==> config.mk <==
export PLATFORM = sky130hd
export DESIGN_NAME = line_follower_pid_step_core
export DESIGN_NICKNAME = d
export VERILOG_FILES = /design/src/hw/rtl/lfpid_pkg.sv /design/src/hw/rtl/lfpid_calc.sv /design/src/hw/rtl/line_follower_pid_step_core.sv
export SDC_FILE = /design/constraint.sdc
export NUM_CORES = 1
export LEC_CHECK = 0
export BUFFER_PORTS_ARGS = -buffer_cell sky130_fd_sc_hd__buf_2
export CAP_MARGIN = 20
export CORE_AREA = 5 5 162 164
export DETAILED_ROUTE_END_ITERATION = 7
export DIE_AREA = 0 0 167 169
export PLACE_DENSITY = 0.55
export SLEW_MARGIN = 20
export SYNTH_ARGS = -nofsm -noshare
export SYNTH_HDL_FRONTEND = slang
export SYNTH_SLANG_ARGS = --single-unit
==> constraint.sdc <==
create_clock -name clk -period 11.3 [get_ports clk]
set_clock_uncertainty 0.2 [all_clocks]
set_input_delay 2.26 -clock clk [delete_from_list [all_inputs] [get_ports clk]]
set_output_delay 2.26 -clock clk [all_outputs]
set_load 0.1 [all_outputs]
==> src/hw/rtl/lfpid_pkg.sv <==
// Shared types and constants for the three-sensor line follower PID step.
`default_nettype none

package lfpid_pkg;

	localparam int CFG_IDX_W  = 2;
	localparam int CFG_DATA_W = 12;
	localparam int GAIN_W     = 10;
	localparam int LIMIT_W    = 12;
	localparam int DRIVE_W    = 16;

	typedef logic signed [3:0]  err_t;
	typedef logic signed [12:0] sum_t;
	typedef logic [GAIN_W-1:0]  gain_t;
	typedef logic [LIMIT_W-1:0] limit_t;
	typedef logic signed [DRIVE_W-1:0] drive_t;

	// Configuration register indexes.
	localparam logic [CFG_IDX_W-1:0] CFG_P_GAIN         = 2'd0;
	localparam logic [CFG_IDX_W-1:0] CFG_D_GAIN         = 2'd1;
	localparam logic [CFG_IDX_W-1:0] CFG_INTEGRAL_LIMIT = 2'd2;

	localparam gain_t  P_GAIN_RESET         = 10'd20;
	localparam gain_t  D_GAIN_RESET         = 10'd10;
	localparam limit_t INTEGRAL_LIMIT_RESET = 12'd0;

	// Steering errors produced by the sensor decode.
	localparam err_t ERR_LEFT_MID   = -4'sd1;
	localparam err_t ERR_MID_RIGHT  = 4'sd1;
	localparam err_t ERR_CENTER     = 4'sd0;
	localparam err_t ERR_RIGHT_ONLY = -4'sd2;
	localparam err_t ERR_LOST_LEFT  = 4'sd5;
	localparam err_t ERR_LEFT_ONLY  = 4'sd2;
	localparam err_t ERR_LOST_RIGHT = -4'sd5;

	typedef struct packed {
		gain_t  p_gain;
		gain_t  d_gain;
		limit_t integral_limit;
	} lfpid_cfg_t;

	typedef struct packed {
		logic prev_left;
		logic prev_right;
		err_t last_error;
		logic started;
		sum_t error_sum;
	} lfpid_state_t;

endpackage

`default_nettype wire

==> src/hw/rtl/lfpid_calc.sv <==
// Sensor decode, windup clamp and PID sum for one sample.
`default_nettype none

module lfpid_calc (
	input  wire logic                 left_on_tape,
	input  wire logic                 middle_on_tape,
	input  wire logic                 right_on_tape,
	input  wire lfpid_pkg::lfpid_cfg_t   cfg,
	input  wire lfpid_pkg::lfpid_state_t st,
	output lfpid_pkg::lfpid_state_t      st_next,
	output lfpid_pkg::drive_t            drive_change,
	output logic                         crossing
);
	import lfpid_pkg::*;

	err_t                err;
	logic signed [4:0]   diff;
	logic signed [15:0]  p_term;
	logic signed [15:0]  d_term;
	logic signed [13:0]  sum_raw;
	logic signed [13:0]  lim_pos;
	logic signed [13:0]  lim_neg;
	sum_t                sum_clamped;
	logic signed [16:0]  total;

	always_comb begin
		crossing = left_on_tape & middle_on_tape & right_on_tape;

		err = st.last_error;
		if (left_on_tape && middle_on_tape) begin
			err = ERR_LEFT_MID;
		end else if (middle_on_tape && right_on_tape) begin
			err = ERR_MID_RIGHT;
		end else if (middle_on_tape) begin
			err = ERR_CENTER;
		end else if (!left_on_tape && right_on_tape) begin
			err = ERR_RIGHT_ONLY;
		end else if (!left_on_tape && !right_on_tape && st.prev_left) begin
			err = ERR_LOST_LEFT;
		end else if (left_on_tape && !right_on_tape) begin
			err = ERR_LEFT_ONLY;
		end else if (!left_on_tape && !right_on_tape && st.prev_right) begin
			err = ERR_LOST_RIGHT;
		end

		diff = {err[3], err} - {st.last_error[3], st.last_error};

		p_term = $signed({6'b0, cfg.p_gain}) * $signed({{12{err[3]}}, err});
		// No derivative on the first sample or when the error is zero.
		if (st.started && (err != ERR_CENTER)) begin
			d_term = $signed({6'b0, cfg.d_gain}) * $signed({{11{diff[4]}}, diff});
		end else begin
			d_term = '0;
		end

		sum_raw = {st.error_sum[12], st.error_sum} + {{10{err[3]}}, err};
		lim_pos = $signed({2'b0, cfg.integral_limit});
		lim_neg = -lim_pos;
		if (sum_raw > lim_pos) begin
			sum_clamped = lim_pos[12:0];
		end else if (sum_raw < lim_neg) begin
			sum_clamped = lim_neg[12:0];
		end else begin
			sum_clamped = sum_raw[12:0];
		end

		total = {p_term[15], p_term} + {d_term[15], d_term}
			+ {{4{sum_clamped[12]}}, sum_clamped};

		if (crossing) begin
			st_next      = st;
			drive_change = '0;
		end else begin
			st_next.prev_left  = left_on_tape;
			st_next.prev_right = right_on_tape;
			st_next.last_error = err;
			st_next.started    = 1'b1;
			st_next.error_sum  = sum_clamped;
			drive_change       = total[15:0];
		end
	end

endmodule

`default_nettype wire

==> src/hw/rtl/line_follower_pid_step_core.sv <==
// Path: an accepted sample is held in the input stage register and moves to the
// result register, which drives m_axis_tvalid, once that register is free or taken.
// Throughput: one sample per cycle unless m_axis_tready holds a result back.
// Decode, both gain multiplies and the clamped sum sit between the two registers.
// Reset (arst_n low, asynchronous) empties both stages, clears the PID state
// and loads p_gain 20, d_gain 10 and integral_limit 0.
// Top level of the three-sensor line follower PID step.
`default_nettype none

module line_follower_pid_step_core (
	input  wire logic        clk,
	input  wire logic        arst_n,
	// Sample stream. tdata: [0] left_on_tape, [1] middle_on_tape,
	// [2] right_on_tape, [7:3] zero.
	input  wire logic        s_axis_tvalid,
	output logic             s_axis_tready,
	input  wire logic [7:0]  s_axis_tdata,
	// Result stream. tdata: [15:0] drive_change. tuser: [0] crossing.
	output logic             m_axis_tvalid,
	input  wire logic        m_axis_tready,
	output logic [15:0]      m_axis_tdata,
	output logic             m_axis_tuser,
	// Register writes.
	input  wire logic                              cfg_valid,
	output logic                                   cfg_ready,
	input  wire logic [lfpid_pkg::CFG_IDX_W-1:0]   cfg_index,
	input  wire logic [lfpid_pkg::CFG_DATA_W-1:0]  cfg_data
);
	import lfpid_pkg::*;

	lfpid_cfg_t   cfg_q;
	lfpid_state_t state_q;
	lfpid_state_t state_next;

	logic         valid_s1;
	logic [2:0]   sens_s1;
	logic         advance;

	drive_t       drive_next;
	logic         crossing_next;
	drive_t       drive_q;
	logic         crossing_q;
	logic         out_valid_q;

	assign cfg_ready     = 1'b1;
	assign advance       = valid_s1 && (!out_valid_q || m_axis_tready);
	assign s_axis_tready = !valid_s1 || advance;

	always_ff @(posedge clk or negedge arst_n) begin
		if (!arst_n) begin
			cfg_q.p_gain         <= P_GAIN_RESET;
			cfg_q.d_gain         <= D_GAIN_RESET;
			cfg_q.integral_limit <= INTEGRAL_LIMIT_RESET;
		end else if (cfg_valid && cfg_ready) begin
			unique case (cfg_index)
				CFG_P_GAIN:         cfg_q.p_gain         <= cfg_data[GAIN_W-1:0];
				CFG_D_GAIN:         cfg_q.d_gain         <= cfg_data[GAIN_W-1:0];
				CFG_INTEGRAL_LIMIT: cfg_q.integral_limit <= cfg_data[LIMIT_W-1:0];
				default:            ;
			endcase
		end
	end

	// Input stage.
	always_ff @(posedge clk or negedge arst_n) begin
		if (!arst_n) begin
			valid_s1 <= 1'b0;
		end else if (s_axis_tvalid && s_axis_tready) begin
			valid_s1 <= 1'b1;
		end else if (advance) begin
			valid_s1 <= 1'b0;
		end
	end

	always_ff @(posedge clk) begin
		if (s_axis_tvalid && s_axis_tready) begin
			sens_s1 <= s_axis_tdata[2:0];
		end
	end

	lfpid_calc u_calc (
		.left_on_tape   (sens_s1[0]),
		.middle_on_tape (sens_s1[1]),
		.right_on_tape  (sens_s1[2]),
		.cfg            (cfg_q),
		.st             (state_q),
		.st_next        (state_next),
		.drive_change   (drive_next),
		.crossing       (crossing_next)
	);

	// The PID state moves on when a sample leaves the input stage, so the next
	// sample in line already sees it.
	always_ff @(posedge clk or negedge arst_n) begin
		if (!arst_n) begin
			state_q     <= '0;
			out_valid_q <= 1'b0;
		end else if (advance) begin
			state_q     <= state_next;
			out_valid_q <= 1'b1;
		end else if (m_axis_tready) begin
			out_valid_q <= 1'b0;
		end
	end

	always_ff @(posedge clk) begin
		if (advance) begin
			drive_q    <= drive_next;
			crossing_q <= crossing_next;
		end
	end

	assign m_axis_tvalid = out_valid_q;
	assign m_axis_tdata  = drive_q;
	assign m_axis_tuser  = crossing_q;

endmodule

`default_nettype wire

# == After elaboration in Yosys (flattened, before gate mapping) ==
# Index checks and enable logic that the tools add are counted.
# totals
word_cells,65
regBits,74
out_inout_bits,20
in_bits,27
# op_classes
bitwise,3
add_sub_neg,5
order_cmp,2
n_reduce_logical,24
eq_ne,2
muxes,14
mul,2
# ops
cell,count
4-bit two-way mux,7
13-bit two-way mux,2
15-bit by 16-bit adder with 16-bit output,1
16-bit adder,1
11-bit by 5-bit multiplier with 16-bit output,1
16-bit two-way mux,1
11-bit by 4-bit multiplier with 15-bit output,1
13-bit by 4-bit adder with 14-bit output,1
14-bit by 13-bit > comparator with 1-bit output,1
14-bit < comparator,1
12-bit negation with 14-bit output,1
1-bit logical AND,10
2-bit AND reduction,4
4-bit by 4-bit subtractor with 5-bit output,1
1-bit zero test,4
1-bit two-way mux,4
2-bit nonzero test,2
4-bit nonzero test,1
1-bit AND,2
2-bit by 1-bit equality test with 1-bit output (second input constant),1
2-bit equality test (second input constant),1
2-bit zero test,1
1-bit logical OR,2
1-bit NOT,1

# == Longest topological paths before layout ==
# Gate-level depths: netlist (run 1).
# depth
ltp_word,15
depth_mapped,41
ltp_nobuf,40

# == Cells and area by module ==
# A second synthesis (run 1) with hierarchy kept.
# unflattened
cells_unflattened,946
area_unflattened_um2,9022.4
# by_module_without_submodules
module,area_each_um2,cells_per_inst,seq_area_each_um2,instances
lfpid_calc,6253.5,803,0.0,1
line_follower_pid_step_core,2768.9,143,1956.9,1

# == Worst setup path before layout (run 1) ==
# OpenSTA, ideal clock, no wires.
# synth_path
path_type,reg2reg
from,reg sens_s1[2]
to,"reg drive_q[15], in the netlist m_axis_tdata[15] (data pin)"
path_stages_with_launch,41
period_less_slack_ps,9512
path_slack_ps,1788
setup_time_ps,265
t_required_ps,10835
path_buffers,3
arrival_time_ps,9047
path_cell_list,edfxtp_1 > clkbuf_1 > inv_1 > o21a_1 > o31a_1 > inv_1 > clkbuf_1 > ha_1 > inv_1 > a2111oi_0 > a21oi_1 > clkbuf_1 > nor2_1 > fa_1 > inv_1 > fa_1 > fa_1 > inv_1 > [5 not listed] > a21oi_1 > xor2_1 > nor2_1 > fa_1 > inv_1 > fa_1 > inv_1 > fa_1 > ha_1 > ha_1 > a21oi_1 > o21ai_1 > a211o_1 > a21o_1 > a21o_1 > xnor2_1 > xnor2_2 > mux2i_1
# synth_between
elab_chain_cells,15
elab_cells_between_ends,28
cone_classes,add/sub: 4; mul: 2; order compare: 2; mux: 10; bitwise: 1; reduce/logical: 9
# synth_rtl
element,line_no,text
from (decl),line_follower_pid_step_core.sv:36,logic [2:0] sens_s1;
from (signal assigned),line_follower_pid_step_core.sv:77,sens_s1 <= s_axis_tdata[2:0];
1-bit zero test,"lfpid_calc.sv:38, lfpid_calc.sv:40, lfpid_calc.sv:42",
1-bit logical AND,"lfpid_calc.sv:38, lfpid_calc.sv:42",
1-bit logical AND,lfpid_calc.sv:42,end else if (!left_on_tape && !right_on_tape && st.prev_right) begin
4-bit two-way mux,lfpid_calc.sv:42,
4-bit two-way mux,lfpid_calc.sv:40,end else if (left_on_tape && !right_on_tape) begin
4-bit two-way mux,lfpid_calc.sv:38,end else if (!left_on_tape && !right_on_tape && st.prev_left) begin
4-bit two-way mux,lfpid_calc.sv:36,end else if (!left_on_tape && right_on_tape) begin
4-bit two-way mux,lfpid_calc.sv:34,end else if (middle_on_tape) begin
4-bit two-way mux (*),lfpid_calc.sv:32,end else if (middle_on_tape && right_on_tape) begin
4-bit two-way mux (*),lfpid_calc.sv:30,if (left_on_tape && middle_on_tape) begin
named net u_calc.err[3],lfpid_calc.sv:16,err_t err;
4-bit by 4-bit subtractor with 5-bit output (tied with other cells),lfpid_calc.sv:46,"diff = {err[3], err} - {st.last_error[3], st.last_error};"
11-bit by 5-bit multiplier with 16-bit output (tied with other cells),lfpid_calc.sv:51,"d_term = $signed({6'b0, cfg.d_gain}) * $signed({{11{diff[4]}}, diff});"
16-bit two-way mux or 13-bit two-way mux (tied branches),"lfpid_calc.sv:50, lfpid_calc.sv:61",
15-bit by 16-bit adder with 16-bit output or 13-bit two-way mux (tied branches),"lfpid_calc.sv:67, lfpid_calc.sv:59",
16-bit adder (*),lfpid_calc.sv:68,"+ {{4{sum_clamped[12]}}, sum_clamped};"
to (signal assigned),line_follower_pid_step_core.sv:108,drive_q <= drive_next;
to (decl),line_follower_pid_step_core.sv:41,drive_t drive_q;
# Mark *: on every way through the listed nets, which the timed path passes. The rest lies on a longest branch.
# A chain may end at the register's enable or synchronous reset.

# == Worst setup path in the final report (run 1) ==
# layout_path
from,reg sens_s1[2]
to,"reg drive_q[15], in the netlist m_axis_tdata[15] (data pin)"
# layout_between
elab_chain_cells,15
elab_cells_between_ends,28
cone_classes,add/sub: 4; mul: 2; order compare: 2; mux: 10; bitwise: 1; reduce/logical: 9
# layout_rtl
element,line_no
1-bit zero test,"lfpid_calc.sv:38, lfpid_calc.sv:40, lfpid_calc.sv:42"
1-bit logical AND,"lfpid_calc.sv:38, lfpid_calc.sv:42"
1-bit logical AND,lfpid_calc.sv:42
4-bit two-way mux,lfpid_calc.sv:42
4-bit two-way mux,lfpid_calc.sv:40
4-bit two-way mux,lfpid_calc.sv:38
4-bit two-way mux,lfpid_calc.sv:36
4-bit two-way mux,lfpid_calc.sv:34
4-bit two-way mux,lfpid_calc.sv:32
4-bit two-way mux,lfpid_calc.sv:30
4-bit by 4-bit subtractor with 5-bit output (tied with other cells),lfpid_calc.sv:46
11-bit by 5-bit multiplier with 16-bit output (tied with other cells),lfpid_calc.sv:51
16-bit two-way mux or 13-bit two-way mux (tied branches),"lfpid_calc.sv:50, lfpid_calc.sv:61"
15-bit by 16-bit adder with 16-bit output or 13-bit two-way mux (tied branches),"lfpid_calc.sv:67, lfpid_calc.sv:59"
16-bit adder,lfpid_calc.sv:68
# Parallel ways exist; a longest one is shown, timed or not.

==> summary.txt, run 1 <==
ROUTING
------------------------------------------------------------------------------
Routed WL .......................................................     19400 um
Antenna-violating nets left .....................................            0
Routed wl met2 ..................................................      9290 um
DR vias .........................................................         6188
Starting DRT DRC Count ..........................................          250
Number of design rule violations left after detail routing ......            0
Routed met3 length ..............................................       678 um
Total iterations of the first detailed-routing run ..............            4
Routed len/inst .................................................      15.4 um
Routed length on met1 ...........................................      8890 um
Via density .....................................................         4.92
Highest metal layer used by the detailed router .................         met4

YOSYS
------------------------------------------------------------------------------
Net Count, Synth ................................................         1088
Post-synth design cell area .....................................     8480 um2
Netlist cell types ..............................................           69
Number of enable-type register cells in the synthesized netlist .           20
Adder-cell share of the synthesized area ........................        32.9%
Synth warn ......................................................            0
Main synth FF type .............................................. sky130_fd_sc_hd__dfrtp_1
Sequential-to-total area share from yosys stat ..................        23.1%
Mux contribution to synthesized area ............................        6.18%
Synth area leader ............................................... sky130_fd_sc_hd__fa_1
Cell types occupying the most area after synthesis .............. sky130_fd_sc_hd__fa_1 17%, sky130_fd_sc_hd__ha_1 16%, sky130_fd_sc_hd__dfrtp_1 15%, sky130_fd_sc_hd__edfxtp_1 7.1%, sky130_fd_sc_hd__mux2_2 5.7%
Yosys top cell area share .......................................        16.5%
Post-Synth Simple-Gate Area .....................................        15.4%
Main combinational cell family by area after synthesis ..........  adder cells
XOR/XNOR share of the synthesized area ..........................        4.43%
Post-synthesis instance total ...................................          880
Number of storage elements in the synthesis netlist .............           74
Share of flip-flops with an asynchronous set or reset ...........        73.0%
Avg Synthesized Cell Area .......................................     9.63 um2
Fraction of the mapped netlist area in compound gates ...........        11.4%

CLOCKING
------------------------------------------------------------------------------
Clock tree from TritonCTS .......................................        built
H-tree depth ....................................................            3
CTS clock-pin slew for the worst setup and hold paths ...........      0.06 ns
Post-CTS setup buffer count .....................................            0
Clock insertion delay at the later pin of the skew report .......      0.35 ns
Clock tree sinks ................................................           74
TritonCTS buffer count ..........................................            9
Root buffer selected by CTS ..................................... sky130_fd_sc_hd__clkbuf_16
Post_cts resized ................................................            0
Post-CTS Hold Buffers ...........................................            0
Clock Tree Buf Depth ............................................            2

GRT
------------------------------------------------------------------------------
Total Routing Usage GR ..........................................        14.8%
Number of global-route vias before repair .......................         6583
Maximum number of pins on one net before global-route repair ....           55
Wire length of the first global-routing pass ....................     33400 um
Antenna violations before repair ................................            0
Total overflow reported by the global router ....................            0

STA
------------------------------------------------------------------------------
Count of final max-slew check failures ..........................            0
Final Cycle Share ...............................................        91.1%
Headroom to the max-slew limit ..................................        46.7%
Post-layout min period ..........................................     10.29 ns
Accumulated negative setup slack ................................         0 ns
Setup repair after global routing missed its margin .............        false
Worst Tran Pin Value ............................................     0.800 ns
Fmax ............................................................     97.2 MHz
Smallest setup slack after layout ...............................      1.01 ns
Tightest hold margin ............................................     0.297 ns
Number of failing hold endpoints at the final stage .............            0
Count of final setup violators ..................................            0

OUTCOME
------------------------------------------------------------------------------
Run status ...................................................... complete, no violations

CELLS AND AREA
------------------------------------------------------------------------------
Multi-input gate area in the final layout .......................     5980 um2
Util after Layout ...............................................        38.1%
Fill cell total of the finished layout ..........................         2534
Nets@finish .....................................................         1130
Proportion of layout cells with a drive suffix above 1 ..........        14.5%
Area overhead of the layout relative to synthesis ...............        11.2%
Combined flip-flop and latch cell area ..........................     1960 um2
Antenna diode count .............................................            0

DIE
------------------------------------------------------------------------------
Vertical extent of the die ......................................       169 um
Number of rows created at floorplan .............................           58
Initial standard-cell utilization of the core ...................        34.3%
Boundary pin count ..............................................           47
Die width .......................................................       167 um
Die Area ........................................................    28200 um2
Core Footprint ..................................................    24700 um2

CRITICAL PATH
------------------------------------------------------------------------------
Max stage delay on crit path ....................................      0.65 ns
Critical Path RT ................................................     11.29 ns
Worst setup SP type .............................................     register
Setup Crit Path Kind ............................................   reg -> reg
Data arrival time of the critical path ..........................     10.28 ns
Critical path capture point type ................................     register
Most prevalent standard cell on the critical path ............... sky130_fd_sc_hd__fa_1
Biggest fanout along the worst timing path ......................           18
Cell type of the slowest stage on the worst timing path ......... sky130_fd_sc_hd__a21oi_2

PLACE
------------------------------------------------------------------------------
Number of I/O port buffers ......................................           40
Placer Congestion ...............................................        0.840
Place WS ........................................................      1.02 ns
Detailed placer's ending HPWL ...................................     15700 um

JOB
------------------------------------------------------------------------------
Number of max-cap violations ....................................            0

HOLD PATH
------------------------------------------------------------------------------
Worst min-delay path class ......................................   reg -> reg

[metrics by stage]
stage | std cells | instance area, um2
final | 1257 | 9430
after global placement | 1241 | 9120
after CTS | 1257 | 9430
after floorplan | 880 | 8480
after detailed placement | 1241 | 9120
after global routing | 1257 | 9430
[state kept, by name, summed over array words and instances, names as in the netlist]
signal         count
valid_s1           1
state_q           20
m_axis_tvalid      1
m_axis_tuser       1
m_axis_tdata      16
sens_s1            3
cfg_q             32
[path summary, 6_finish.rpt]
path / end / startpoint / slack (ns) / cells past startpoint
min in group asynchronous: cfg_q[11] / arst_n / 1.85 / 2
hold reg to reg: m_axis_tvalid / valid_s1 / 0.30 / 1
hold / removal: m_axis_tvalid / valid_s1 / 0.30 / 1
setup reg to reg: m_axis_tdata[15] / sens_s1[2] / 1.01 / 34
max in group asynchronous: state_q[18] / arst_n / 8.53 / 2
setup / recovery: m_axis_tdata[15] / sens_s1[2] / 1.01 / 34
[per-layer routing]
| metal | vias to the layer above | track usage, % |
|---|---|---|
| met5 | - | 0 |
| met4 | 0 | 4.66 |
| met3 | 27 | 2.71 |
| met2 | 76 | 25.1 |
| met1 | 3024 | 19.1 |
| li1 | 3061 | - |
[area by class of cell]
class                      instances  area share [%]
multi-input combinational        660            63.4
clock buffer                      11            2.69
clock inverter                     5           0.637
tap                              330            4.38
sequential                        74            20.8
timing repair buffer              53            3.16
inverter                         124            4.95
[worst max-delay path, delay by kind of cell, from the launching register on]
kind / cells / cell delay [ns]
AO/OA/AOI/OAI: 17 / 4.25
XOR/XNOR: 3 / 0.65
adder cells (fa/ha/maj): 8 / 3.42
buffers and inverters: 3 / 0.69
flip-flops: 1 / 0.51
multiplexers: 1 / 0.23
AND/OR/NAND/NOR: 2 / 0.17
[cell usage in the layout, fill, tap and decap left out, types with 6 or more instances in the layout]
cell                        count
sky130_fd_sc_hd__edfxtp_1      20
sky130_fd_sc_hd__nor3_1        12
sky130_fd_sc_hd__xnor2_1       32
sky130_fd_sc_hd__and3_1         6
sky130_fd_sc_hd__buf_4         13
sky130_fd_sc_hd__nor2_1        55
sky130_fd_sc_hd__nand3_1        8
sky130_fd_sc_hd__o21ai_0       16
sky130_fd_sc_hd__a21o_1        14
sky130_fd_sc_hd__a31oi_1        8
sky130_fd_sc_hd__nand2_1       42
sky130_fd_sc_hd__fa_1          70
sky130_fd_sc_hd__ha_1         111
sky130_fd_sc_hd__and2_1        37
sky130_fd_sc_hd__dfrtp_1       50
sky130_fd_sc_hd__nand2b_1      18
sky130_fd_sc_hd__mux2_2        43
sky130_fd_sc_hd__a21oi_1       45
sky130_fd_sc_hd__xor2_1         9
sky130_fd_sc_hd__o31ai_1        6
sky130_fd_sc_hd__clkbuf_16     10
sky130_fd_sc_hd__o21ai_1        6
sky130_fd_sc_hd__inv_1        121
sky130_fd_sc_hd__nor2b_1       31
sky130_fd_sc_hd__buf_2         40
sky130_fd_sc_hd__o21a_1         7
[logic make-up (layout without fill, tap and decap cells)]
kind of cell | after synthesis | after routing
AND/OR/NAND/NOR | 242 | 242
adder cells (fa/ha/maj) | 181 | 181
AO/OA/AOI/OAI | 147 | 147
buffers and inverters | 146 | 193
flip-flops | 74 | 74
multiplexers | 47 | 47
XOR/XNOR | 42 | 42
other | 1 | 1
[cells in the mapped netlist, types with 6 or more instances]
library cell	n
sky130_fd_sc_hd__a21o_1	14
sky130_fd_sc_hd__a21oi_1	45
sky130_fd_sc_hd__a31oi_1	8
sky130_fd_sc_hd__and2_1	37
sky130_fd_sc_hd__and3_1	6
sky130_fd_sc_hd__clkbuf_1	18
sky130_fd_sc_hd__dfrtp_1	50
sky130_fd_sc_hd__edfxtp_1	20
sky130_fd_sc_hd__fa_1	70
sky130_fd_sc_hd__ha_1	111
sky130_fd_sc_hd__inv_1	121
sky130_fd_sc_hd__mux2_2	43
sky130_fd_sc_hd__nand2_1	42
sky130_fd_sc_hd__nand2b_1	18
sky130_fd_sc_hd__nand3_1	8
sky130_fd_sc_hd__nor2_1	55
sky130_fd_sc_hd__nor2b_1	31
sky130_fd_sc_hd__nor3_1	12
sky130_fd_sc_hd__o21a_1	7
sky130_fd_sc_hd__o21ai_0	16
sky130_fd_sc_hd__o21ai_1	7
sky130_fd_sc_hd__o31ai_1	7
sky130_fd_sc_hd__xnor2_1	32
sky130_fd_sc_hd__xor2_1	9
Power of run 1 is left out: the tool's default activity adds up to more than one toggle a clock period on the data nets, which glitch-free logic cannot reach.
==> run 2, diff against run 1 <==
RECOVER_POWER = 25   (was unset)
TNS_END_PERCENT = 30   (was unset)
==> summary.txt, run 2 (synthesis gave the netlist of run 1 again) <==
OUTCOME
---------------------------------------------------------------------------
Run status ................................................... finished, violations left
Violated checks .............................................. max-capacitance violations, max-slew violations

DIE
---------------------------------------------------------------------------
Die Area .....................................................    28200 um2
Number of rows created at floorplan ..........................           58
Boundary pin count ...........................................           47
Vertical extent of the die ...................................       169 um
Core Footprint ...............................................    24700 um2
Initial standard-cell utilization of the core ................        34.3%
Die width ....................................................       167 um

CLOCKING
---------------------------------------------------------------------------
Root buffer selected by CTS .................................. sky130_fd_sc_hd__clkbuf_16
Clock tree sinks .............................................           74
Clock Tree Buf Depth .........................................            2
Clock insertion delay at the later pin of the skew report ....      0.35 ns
Post-CTS setup buffer count ..................................            0
TritonCTS buffer count .......................................            9
H-tree depth .................................................            3
Post_cts resized .............................................            0
Post-CTS Hold Buffers ........................................            0
Clock tree from TritonCTS ....................................        built
CTS clock-pin slew for the worst setup and hold paths ........      0.06 ns

ROUTING
---------------------------------------------------------------------------
Number of design rule violations left after detail routing ...            0
DR vias ......................................................         6204
Routed WL ....................................................     19400 um
Routed length on met1 ........................................      8890 um
Routed met3 length ...........................................       624 um
Total iterations of the first detailed-routing run ...........            4
Via density ..................................................         4.94
Routed len/inst ..............................................      15.4 um
Antenna-violating nets left ..................................            0
Starting DRT DRC Count .......................................          268
Highest metal layer used by the detailed router ..............         met4
Routed wl met2 ...............................................      9320 um

CRITICAL PATH
---------------------------------------------------------------------------
Worst setup SP type ..........................................     register
Max stage delay on crit path .................................      0.65 ns
Critical Path RT .............................................     11.29 ns
Biggest fanout along the worst timing path ...................           18
Most prevalent standard cell on the critical path ............ sky130_fd_sc_hd__fa_1
Setup Crit Path Kind .........................................   reg -> reg
Critical path capture point type .............................     register
Cell type of the slowest stage on the worst timing path ...... sky130_fd_sc_hd__a21oi_2
Family with the most delay on the worst path ................. compound AO/OA/AOI/OAI gates
Buf/Inv on CP ................................................            3
Data arrival time of the critical path .......................     10.28 ns

CELLS AND AREA
---------------------------------------------------------------------------
Area overhead of the layout relative to synthesis ............        11.2%
Antenna diode count ..........................................            0
Nets@finish ..................................................         1130
Commonest non-fill, non-tap cells in the layout .............. 121 x sky130_fd_sc_hd__inv_1, 111 x sky130_fd_sc_hd__ha_1, 70 x sky130_fd_sc_hd__fa_1, 55 x sky130_fd_sc_hd__nor2_1, 50 x sky130_fd_sc_hd__dfrtp_1
Fill cell total of the finished layout .......................         2534
Biggest register .............................................        cfg_q
Leading cell type in the layout, fill and taps excluded ...... sky130_fd_sc_hd__inv_1
Number of flip-flops under the largest register name .........           32
Final design area excluding fillers ..........................     9430 um2
Final cell count without fillers .............................         1257
Proportion of layout cells with a drive suffix above 1 .......        14.3%

GRT
---------------------------------------------------------------------------
Maximum number of pins on one net before global-route repair .           55
Total Routing Usage GR .......................................        14.8%
Total overflow reported by the global router .................            0
Antenna violations before repair .............................            0
Number of global-route vias before repair ....................         6583
Wire length of the first global-routing pass .................     33400 um

PLACE
---------------------------------------------------------------------------
Number of I/O port buffers ...................................           40
Post-place instance area .....................................     9120 um2
Placer Congestion ............................................        0.840
Detailed placer's ending HPWL ................................     15700 um
Instance count after placement with tap cells included .......         1241

HOLD PATH
---------------------------------------------------------------------------
Worst min-delay path class ...................................   reg -> reg

STA
---------------------------------------------------------------------------
Accumulated negative setup slack .............................         0 ns
Number of failing hold endpoints at the final stage ..........            0
Final Cycle Share ............................................        91.0%
Tightest hold margin .........................................     0.297 ns
Count of final max-slew check failures .......................           55
Setup repair after global routing missed its margin ..........        false
Worst Tran Pin Value .........................................      3.17 ns
Count of final setup violators ...............................            0
Post-layout min period .......................................     10.29 ns
Fmax .........................................................     97.2 MHz
Headroom to the max-slew limit ...............................        -111%

JOB
---------------------------------------------------------------------------
Number of max-cap violations .................................            1

-- run 2: worst register-to-register path, delay by kind of cell, from the launching register on --
| kind | cells | cell delay, ns |
|---|---|---|
| XOR/XNOR | 3 | 0.65 |
| adder cells (fa/ha/maj) | 8 | 3.43 |
| buffers and inverters | 3 | 0.68 |
| multiplexers | 1 | 0.23 |
| AO/OA/AOI/OAI | 17 | 4.26 |
| flip-flops | 1 | 0.51 |
| AND/OR/NAND/NOR | 2 | 0.17 |
-- run 2: worst paths after layout --
path	from	to	slack, ns	cells past startpoint
worst min register to register	valid_s1	m_axis_tvalid	0.30	1
worst max-delay path	sens_s1[2]	m_axis_tdata[15]	1.01	34
worst max register to register	sens_s1[2]	m_axis_tdata[15]	1.01	34
max in group asynchronous	arst_n	state_q[18]	6.25	2
worst min-delay path	valid_s1	m_axis_tvalid	0.30	1
min in group asynchronous	arst_n	cfg_q[11]	2.85	2
-- run 2: metrics by stage --
step | utilization, % | setup WS (ns)
after global routing | 38.1 | 0.298
after global placement | 36.8 | 1.10
after CTS | 38.1 | 1.00
after floorplan | - | 1.79
final | 38.1 | 1.01
after detailed placement | 36.8 | 1.02
-- run 2: cell type report --
cell class | instances | area, um2 | area share, %
clock buffers | 11 | 254 | 2.69
flip-flops and latches | 74 | 1960 | 20.8
inverters | 124 | 467 | 4.95
clock inverters | 5 | 60.1 | 0.637
multi-input cells | 660 | 5980 | 63.5
well taps | 330 | 413 | 4.38
repair buffers | 53 | 294 | 3.12
-- run 2: per-layer routing --
metal	up-vias	global-route usage [%]
met3	27	2.71
met2	70	25.1
met1	3044	19.1
met4	0	4.66
li1	3063	-
met5	-	0
Power of run 2 is left out for the same reason.
